## src/rtl/core/pwic_pkg.sv

```systemverilog
// shared widths, register indexes and stage word types for the pid block
package pwic_pkg;

    localparam int SAMPLE_W = 16;                 // measured and target
    localparam int ERR_W    = SAMPLE_W + 1;       // measured - target
    localparam int DIFF_W   = ERR_W + 1;          // err - previous err
    localparam int LIMIT_W  = 20;                 // integral clamp magnitude
    localparam int SUM_W    = LIMIT_W + 2;        // clamped integral, signed
    localparam int GAIN_W   = 24;                 // signed q7.16
    localparam int FRAC_W   = 16;
    localparam int PROD_P_W = GAIN_W + ERR_W;
    localparam int PROD_I_W = GAIN_W + SUM_W;
    localparam int PROD_D_W = GAIN_W + DIFF_W;
    localparam int ACC_W    = 48;
    localparam int DRIVE_W  = 32;
    localparam int CFG_IDX_W = 2;

    localparam logic [LIMIT_W-1:0] LIMIT_RESET = LIMIT_W'(100000);

    localparam logic [CFG_IDX_W-1:0] CFG_GAIN_P = 2'd0;
    localparam logic [CFG_IDX_W-1:0] CFG_GAIN_I = 2'd1;
    localparam logic [CFG_IDX_W-1:0] CFG_GAIN_D = 2'd2;
    localparam logic [CFG_IDX_W-1:0] CFG_LIMIT  = 2'd3;

    // word leaving the integrator stage
    typedef struct packed {
        logic signed [ERR_W-1:0]  err;
        logic signed [SUM_W-1:0]  sum;
        logic signed [DIFF_W-1:0] diff;
        logic                     at_limit;
    } integ_t;

    // word leaving the multiplier stage
    typedef struct packed {
        logic signed [PROD_P_W-1:0] prod_p;
        logic signed [PROD_I_W-1:0] prod_i;
        logic signed [PROD_D_W-1:0] prod_d;
        logic                       at_limit;
    } prod_t;

endpackage

```

## src/rtl/core/pwic_integrator.sv

```systemverilog
// input register, error, clamped integral and derivative difference
module pwic_integrator
    import pwic_pkg::*;
(
    input  logic                       clk,
    input  logic                       rst_n,
    input  logic                       in_valid,
    output logic                       in_ready,
    input  logic signed [SAMPLE_W-1:0] measured,
    input  logic signed [SAMPLE_W-1:0] target,
    input  logic        [LIMIT_W-1:0]  integral_limit,
    output logic                       out_valid,
    input  logic                       out_ready,
    output integ_t                     out_data
);

    logic                       in_valid_reg;
    logic                       in_valid_next;
    logic signed [SAMPLE_W-1:0] meas_reg;
    logic signed [SAMPLE_W-1:0] targ_reg;
    logic                       out_valid_reg;
    logic                       out_valid_next;
    integ_t                     out_data_reg;
    integ_t                     out_data_next;
    logic signed [SUM_W-1:0]    error_sum_reg;
    logic signed [SUM_W-1:0]    error_sum_next;
    logic signed [ERR_W-1:0]    prev_err_reg;
    logic signed [ERR_W-1:0]    prev_err_next;

    logic                       stage_ready;
    logic                       advance;
    logic signed [ERR_W-1:0]    err;
    logic signed [SUM_W-1:0]    raw_sum;
    logic signed [SUM_W-1:0]    lim_pos;
    logic signed [SUM_W-1:0]    lim_neg;
    logic signed [SUM_W-1:0]    clamped;

    assign stage_ready = !out_valid_reg || out_ready;
    assign in_ready    = !in_valid_reg || stage_ready;
    assign advance     = in_valid_reg && stage_ready;

    always_comb
    begin
        err     = ERR_W'(meas_reg) - ERR_W'(targ_reg);
        raw_sum = error_sum_reg + SUM_W'(err);
        lim_pos = SUM_W'($signed({1'b0, integral_limit}));
        lim_neg = -lim_pos;
        if (raw_sum > lim_pos)
        begin
            clamped = lim_pos;
        end
        else if (raw_sum < lim_neg)
        begin
            clamped = lim_neg;
        end
        else
        begin
            clamped = raw_sum;
        end

        out_data_next.err      = err;
        out_data_next.sum      = clamped;
        out_data_next.diff     = DIFF_W'(err) - DIFF_W'(prev_err_reg);
        out_data_next.at_limit = (clamped == lim_pos) || (clamped == lim_neg);

        in_valid_next  = in_ready ? in_valid : in_valid_reg;
        out_valid_next = stage_ready ? in_valid_reg : out_valid_reg;
        error_sum_next = advance ? clamped : error_sum_reg;
        prev_err_next  = advance ? err : prev_err_reg;
    end

    always_ff @(posedge clk or negedge rst_n)
    begin
        if (!rst_n)
        begin
            in_valid_reg  <= 1'b0;
            out_valid_reg <= 1'b0;
            error_sum_reg <= '0;
            prev_err_reg  <= '0;
        end
        else
        begin
            in_valid_reg  <= in_valid_next;
            out_valid_reg <= out_valid_next;
            error_sum_reg <= error_sum_next;
            prev_err_reg  <= prev_err_next;
        end
    end

    always_ff @(posedge clk)
    begin
        if (in_ready && in_valid)
        begin
            meas_reg <= measured;
            targ_reg <= target;
        end
        if (advance)
        begin
            out_data_reg <= out_data_next;
        end
    end

    assign out_valid = out_valid_reg;
    assign out_data  = out_data_reg;

endmodule

```

## src/rtl/core/pwic_mult.sv

```systemverilog
// three gain products, registered
module pwic_mult
    import pwic_pkg::*;
(
    input  logic                     clk,
    input  logic                     rst_n,
    input  logic                     in_valid,
    output logic                     in_ready,
    input  integ_t                   in_data,
    input  logic signed [GAIN_W-1:0] gain_p,
    input  logic signed [GAIN_W-1:0] gain_i,
    input  logic signed [GAIN_W-1:0] gain_d,
    output logic                     out_valid,
    input  logic                     out_ready,
    output prod_t                    out_data
);

    logic  out_valid_reg;
    logic  out_valid_next;
    prod_t out_data_reg;
    prod_t out_data_next;

    assign in_ready = !out_valid_reg || out_ready;

    always_comb
    begin
        out_data_next.prod_p   = PROD_P_W'(gain_p) * PROD_P_W'(in_data.err);
        out_data_next.prod_i   = PROD_I_W'(gain_i) * PROD_I_W'(in_data.sum);
        out_data_next.prod_d   = PROD_D_W'(gain_d) * PROD_D_W'(in_data.diff);
        out_data_next.at_limit = in_data.at_limit;
        out_valid_next         = in_ready ? in_valid : out_valid_reg;
    end

    always_ff @(posedge clk or negedge rst_n)
    begin
        if (!rst_n)
        begin
            out_valid_reg <= 1'b0;
        end
        else
        begin
            out_valid_reg <= out_valid_next;
        end
    end

    always_ff @(posedge clk)
    begin
        if (in_ready && in_valid)
        begin
            out_data_reg <= out_data_next;
        end
    end

    assign out_valid = out_valid_reg;
    assign out_data  = out_data_reg;

endmodule

```

## src/rtl/core/pwic_combine.sv

```systemverilog
// product sum, q16 floor shift, 32-bit saturation and result register
module pwic_combine
    import pwic_pkg::*;
(
    input  logic                      clk,
    input  logic                      rst_n,
    input  logic                      in_valid,
    output logic                      in_ready,
    input  prod_t                     in_data,
    output logic                      out_valid,
    input  logic                      out_ready,
    output logic signed [DRIVE_W-1:0] drive,
    output logic                      integral_saturated
);

    localparam logic signed [ACC_W-FRAC_W-1:0] DRIVE_MAX =
        (ACC_W-FRAC_W)'({1'b0, {(DRIVE_W-1){1'b1}}});
    localparam logic signed [ACC_W-FRAC_W-1:0] DRIVE_MIN =
        (ACC_W-FRAC_W)'($signed({1'b1, {(DRIVE_W-1){1'b0}}}));

    logic                             out_valid_reg;
    logic                             out_valid_next;
    logic signed [DRIVE_W-1:0]        drive_reg;
    logic signed [DRIVE_W-1:0]        drive_next;
    logic                             sat_reg;
    logic signed [ACC_W-1:0]          acc;
    logic signed [ACC_W-FRAC_W-1:0]   shifted;

    assign in_ready = !out_valid_reg || out_ready;

    always_comb
    begin
        acc = ACC_W'(in_data.prod_p) + ACC_W'(in_data.prod_i) + ACC_W'(in_data.prod_d);
        // arithmetic shift floors toward minus infinity
        shifted = acc[ACC_W-1:FRAC_W];
        if (shifted > DRIVE_MAX)
        begin
            drive_next = DRIVE_MAX[DRIVE_W-1:0];
        end
        else if (shifted < DRIVE_MIN)
        begin
            drive_next = DRIVE_MIN[DRIVE_W-1:0];
        end
        else
        begin
            drive_next = shifted[DRIVE_W-1:0];
        end
        out_valid_next = in_ready ? in_valid : out_valid_reg;
    end

    always_ff @(posedge clk or negedge rst_n)
    begin
        if (!rst_n)
        begin
            out_valid_reg <= 1'b0;
        end
        else
        begin
            out_valid_reg <= out_valid_next;
        end
    end

    always_ff @(posedge clk)
    begin
        if (in_ready && in_valid)
        begin
            drive_reg <= drive_next;
            sat_reg   <= in_data.at_limit;
        end
    end

    assign out_valid          = out_valid_reg;
    assign drive              = drive_reg;
    assign integral_saturated = sat_reg;

endmodule

```

## src/rtl/core/pid_with_integral_clamp.sv

```systemverilog
// positional pid controller with clamped integral, top level
//
// One word in, one word out. Each input word carries a measured sample and
// a setpoint; the error is measured minus target, it is added to the
// integral which is then clamped to plus or minus integral_limit, and the
// drive is (gain_p*err + gain_i*integral + gain_d*(err - last err)) >> 16,
// floored and saturated to signed 32 bits. tuser of the result flags the
// integral sitting at either limit (always set with a zero limit). The
// block is a four-register pipeline: input register, integrator register
// (where the running integral and last error are updated), product register
// holding the three multiplies, and the result register. While results
// are taken, a new word is taken every cycle; each stage holds its word
// while the stage after it is full, so while a result waits to be taken
// the input side keeps accepting until the three stages ahead of the
// result register are full. Gains and the limit are written through the
// cfg port (always ready); the user must write them only while no word
// is in flight, which the block does not enforce. Indexes are 0 gain_p,
// 1 gain_i, 2 gain_d, 3 integral_limit.
module pid_with_integral_clamp
    import pwic_pkg::*;
(
    input  logic                   clk,
    input  logic                   rst_n,
    // config write channel
    input  logic                   cfg_valid,
    output logic                   cfg_ready,
    input  logic [CFG_IDX_W-1:0]   cfg_index,
    input  logic [GAIN_W-1:0]      cfg_data,
    // input stream
    input  logic                   s_axis_tvalid,
    output logic                   s_axis_tready,
    input  logic [2*SAMPLE_W-1:0]  s_axis_tdata,   // [15:0] measured, [31:16] target
    // result stream
    output logic                   m_axis_tvalid,
    input  logic                   m_axis_tready,
    output logic [DRIVE_W-1:0]     m_axis_tdata,   // [31:0] drive
    output logic                   m_axis_tuser    // [0] integral_saturated
);

    // configuration registers
    logic signed [GAIN_W-1:0]  gain_p_reg;
    logic signed [GAIN_W-1:0]  gain_i_reg;
    logic signed [GAIN_W-1:0]  gain_d_reg;
    logic        [LIMIT_W-1:0] limit_reg;

    // stage links
    logic   integ_valid;
    logic   integ_ready;
    integ_t integ_data;
    logic   prod_valid;
    logic   prod_ready;
    prod_t  prod_data;
    logic signed [DRIVE_W-1:0] drive;

    assign cfg_ready = 1'b1;

    always_ff @(posedge clk or negedge rst_n)
    begin
        if (!rst_n)
        begin
            gain_p_reg <= '0;
            gain_i_reg <= '0;
            gain_d_reg <= '0;
            limit_reg  <= LIMIT_RESET;
        end
        else if (cfg_valid && cfg_ready)
        begin
            unique case (cfg_index)
                CFG_GAIN_P: gain_p_reg <= cfg_data;
                CFG_GAIN_I: gain_i_reg <= cfg_data;
                CFG_GAIN_D: gain_d_reg <= cfg_data;
                CFG_LIMIT:  limit_reg  <= cfg_data[LIMIT_W-1:0];
            endcase
        end
    end

    // error, clamped integral, derivative difference
    pwic_integrator u_integrator (
        .clk            (clk),
        .rst_n          (rst_n),
        .in_valid       (s_axis_tvalid),
        .in_ready       (s_axis_tready),
        .measured       (s_axis_tdata[SAMPLE_W-1:0]),
        .target         (s_axis_tdata[2*SAMPLE_W-1:SAMPLE_W]),
        .integral_limit (limit_reg),
        .out_valid      (integ_valid),
        .out_ready      (integ_ready),
        .out_data       (integ_data)
    );

    // the three gain products in parallel
    pwic_mult u_mult (
        .clk       (clk),
        .rst_n     (rst_n),
        .in_valid  (integ_valid),
        .in_ready  (integ_ready),
        .in_data   (integ_data),
        .gain_p    (gain_p_reg),
        .gain_i    (gain_i_reg),
        .gain_d    (gain_d_reg),
        .out_valid (prod_valid),
        .out_ready (prod_ready),
        .out_data  (prod_data)
    );

    // sum, shift, saturate into the result register
    pwic_combine u_combine (
        .clk                (clk),
        .rst_n              (rst_n),
        .in_valid           (prod_valid),
        .in_ready           (prod_ready),
        .in_data            (prod_data),
        .out_valid          (m_axis_tvalid),
        .out_ready          (m_axis_tready),
        .drive              (drive),
        .integral_saturated (m_axis_tuser)
    );

    assign m_axis_tdata = drive;

    // an empty result register must never hold off the input side
    assert property (@(posedge clk) disable iff (!rst_n)
        !m_axis_tvalid |-> s_axis_tready)
        else $error("input stalled with result register empty");

    // integrator word held while the multiplier stage is full
    assert property (@(posedge clk) disable iff (!rst_n)
        integ_valid && !integ_ready |=> integ_valid && $stable(integ_data))
        else $error("integrator word lost under stall");

    // product word held while the result register is full
    assert property (@(posedge clk) disable iff (!rst_n)
        prod_valid && !prod_ready |=> prod_valid && $stable(prod_data))
        else $error("product word lost under stall");

endmodule
```

## config.mk

```make
export PLATFORM = sky130hd
export DESIGN_NAME = pid_with_integral_clamp
export DESIGN_NICKNAME = d
export VERILOG_FILES = /design/src/rtl/core/pwic_pkg.sv /design/src/rtl/core/pwic_integrator.sv /design/src/rtl/core/pwic_mult.sv /design/src/rtl/core/pwic_combine.sv /design/src/rtl/core/pid_with_integral_clamp.sv
export SDC_FILE = /design/constraint.sdc
export NUM_CORES = 2
export LEC_CHECK = 0
export BUFFER_PORTS_ARGS = -buffer_cell sky130_fd_sc_hd__clkbuf_2
export CAP_MARGIN = 15
export CORE_MARGIN = 2
export CORE_UTILIZATION = 30
export CTS_BUF_LIST = sky130_fd_sc_hd__clkbuf_4
export DETAILED_ROUTE_END_ITERATION = 10
export GPL_ROUTABILITY_DRIVEN = 0
export PLACE_DENSITY = 0.44
export SETUP_SLACK_MARGIN = 0.3
export SLEW_MARGIN = 20
export SYNTH_ARGS = -nofsm -noshare
export SYNTH_HDL_FRONTEND = slang
export SYNTH_SLANG_ARGS = --single-unit
```

## constraint.sdc

```tcl
create_clock -name clk -period 8.1 [get_ports clk]
set_input_delay 0.405 -clock clk [delete_from_list [all_inputs] [get_ports clk]]
set_output_delay 0.405 -clock clk [all_outputs]
set_load 0.01 [all_outputs]
```

==> impl_metrics.yaml <==
setup_path:
  r2r-end: "u_mult.out_data[129]"
  crit_top_cell: "fa_1"
  path_max_fanout: 7
  max_stage_delay_ns: 0.55
  path_class: "flop to flop"
  cp-start-kind: "flop"
  cp_slowest_cell: "fa_1"
  reg2reg_depth: 26
  rrSetupSlack_ns: 0.60
  worstPathArrival_ns: 8.34
  crit_path_end_kind: "flop"
  r2r_start: "u_integrator.out_data[53]"
  cp.required_ns: 8.93
placed_design:
  dp_cells: 9902
  port_buffers: 97
  dpl.hpwl_mm: 167
die:
  initial_core_util_pct: 30.2
  fp.dieArea_mm2: 0.230
  die_w_um: 480
  die_h_um: 480
  rows: 174
  core-area_mm2: 0.225
  num_io_pins: 99
synthesis:
  yosys-top-cells-area: "fa_1, edfxtp_1, ha_1"
  synth.top_cell.area_share_pct: 41.7
  synth_compound_area_share_pct: 5.62
  synth_top_family_by_area: "adder cells"
  ys.flop_type: "edfxtp_1"
  netlist_instances: 6844
  synthXorXnorAreaFrac_pct: 3.07
  synth_fp_nets: 8810
  synthMuxAreaShare_pct: 1.90
  synthArstFlopShare_pct: 34.8
  yosysTopAreaCell: "fa_1"
  yosys_warnings: 0
  synth-edff-count: 253
  synth.avg_cell_area_um2: 9.91
  seq_area_frac_synth_pct: 16.2
  synth-simple-area-share_pct: 13.0
  yosys.area_share.adder_pct: 50.7
  ys_types: 78
  syn-cell-area_mm2: 0.0679
  ys_ff_latch: 388
global_route:
  grt_max_degree: 74
  track_usage_pct: 18.0
  antenna_found_initial: 27
  grt-ovfl-total: 0
  first_global_vias: 52400
  grt_pass1_wl_mm: 314
final_layout:
  largest_reg_flops: 130
  drive_above_1_share_pct: 10.7
  final_nets: 9139
  layout.cells.non_filler: 10300
  synthToLayoutAreaGrowth_pct: 12.5
sta:
  worst_pin_slew_ns: 1.07
  timing.fmax_mhz: 133
  period_share_pct: 92.6
  hold_viol: 0
  tns_ns: 0
  slew-limit-headroom_pct: 28.2
  setup_viol: 0
  fin_skew_ns: 0.101
  slew_violations: 0
  post-route-min-period_ns: 7.50
  rsz0062_at_grt: "true"
clock_network:
  cts_tree: "yes"
  insertion_delay_ns: 1.13
  h-tree-depth: 3
  cts.sinks: 388
  clk_pin_slew_ns: 0.07
  cts.path.max_buffers: 3
  cts-root-buf: "clkbuf_4"
  cts_buffers: 118
min_path:
  hold_end: "u_mult.out_valid"
  holdPathStages: 5
  hp-start: "m_axis_tready"
  min_path_type: "input port to flop"
detailed_routing:
  first_pass_iters: 5
  antenna_left: 0
  route.detailed.drc: 0
  post_drt_wl_per_cell_um: 19.3
  avgViaCountPerCell: 4.60
  drt_wl_total_mm: 198
  drt_iter0_drc: 2772
  num_vias: 47300
job:
  maxCapViolCount: 0
status:
  status: "finished, final reports clean"
==> cells in the final DEF, fill, tap and decap left out, types with 25 or more instances in the layout <==
cell	count
dlygate4sd3_1	104
nand3_1	34
mux2_2	111
ha_1	485
o21ai_0	140
fa_1	1410
a21o_1	82
buf_12	25
xor2_1	49
a21oi_1	173
nand2b_1	95
nor3_1	42
clkbuf_4	172
nor2_1	163
and2_1	430
xnor2_1	183
clkinv_1	28
inv_1	1436
clkbuf_2	96
dfrtp_2	27
nand2_1	996
edfxtp_1	253
o21a_1	29
dfrtp_1	102
nor2b_1	29
buf_4	246
nand4_1	32
==> cell type report <==
cell class / instances / area (µm²)
fillers: 23300 / 149000
multi-input cells: 4749 / 50600
flip-flops and latches: 388 / 11000
inverters: 1439 / 5410
repair buffers: 477 / 3960
well taps: 2992 / 3740
clock buffers: 172 / 1290
clock inverters: 45 / 213
diodes: 13 / 32.5
==> synth_stat cells, types with 30 or more instances <==
| library cell | instances |
|---|---|
| edfxtp_1 | 253 |
| ha_1 | 488 |
| and2_1 | 431 |
| o21a_1 | 30 |
| o21ai_0 | 153 |
| nor2_1 | 164 |
| a21o_1 | 82 |
| clkbuf_1 | 264 |
| a21oi_1 | 182 |
| nand2b_1 | 95 |
| nor3_1 | 42 |
| fa_1 | 1415 |
| inv_1 | 1437 |
| xnor2_1 | 186 |
| nand4_1 | 32 |
| nand3_1 | 35 |
| mux2_2 | 111 |
| xor2_1 | 52 |
| dfrtp_1 | 129 |
| nand2_1 | 996 |
| nor2b_1 | 30 |
==> kinds of logic (layout without fill, tap and decap cells) <==
kind of cell | Yosys count | in the layout
adder cells (fa/ha/maj) | 1903 | 1903
AND/OR/NAND/NOR | 1884 | 1884
buffers and inverters | 1707 | 2133
AO/OA/AOI/OAI | 608 | 608
flip-flops | 388 | 388
XOR/XNOR | 238 | 238
multiplexers | 115 | 115
other | 1 | 14
==> stage by stage <==
stage | instance area, µm² | util (%) | setup slack (ns) | hold slack (ns)
after global placement | 73000 | 32.5 | -0.0296 | 0.407
final | 76300 | 33.9 | 0.597 | 0.178
after CTS | 75800 | 33.7 | 0.290 | 0.0140
after global routing | 76300 | 33.9 | 0.212 | 0.149
after detailed placement | 73000 | 32.5 | -0.114 | 0.408
after floorplan | 67900 | - | 1.05 | 0.109
==> layer usage <==
metal / global-route usage (%) / up-vias / wire length, µm
met5: 0 / - / 44
met4: 7.65 / 6 / 9440
met3: 2.43 / 276 / 8870
met2: 30.8 / 956 / 96200
met1: 22.9 / 24500 / 83800
li1: - / 21600 / -
==> repair_timing <==
item                       4_1_cts  5_1_grt
hold buffers                   105        0
setup endpoints to repair       15       63
gates resized for setup         13       84
hold endpoints to repair       249        0
pin swaps                        0        6
setup buffers                   14       24
==> worst max-delay path by stage <==
stage | start | to | slack, ns | depth (start not counted)
6_report | u_integrator.out_data[53] | u_mult.out_data[129] | 0.60 | 26
5_1_grt | u_integrator.targ_reg[1] | u_integrator.out_data[0] | 0.21 | 35
4_1_cts | u_integrator.out_data[21] | u_mult.out_data[88] | 0.29 | 25
3_5_place_dp | gain_i_reg[7] | u_mult.out_data[88] | -0.11 | 26
3_3_place_gp | gain_i_reg[7] | u_mult.out_data[86] | -0.03 | 25
2_1_floorplan | u_integrator.out_data[20] | u_mult.out_data[88] | 1.05 | 25
==> worst max-delay path: cells and delay by family, from the launching register on <==
kind,cells,cell delay [ns]
AOI/OAI and AO/OA,9,1.78
xor gates and xnor gates,1,0.12
adders and majority gates,7,3.25
buffers and inverters,7,1.03
DFF,1,0.36
and+or+nand+nor,2,0.66
Power is left out: the tool's default activity adds up to more than one toggle a clock period on the data nets, which glitch-free logic cannot reach.
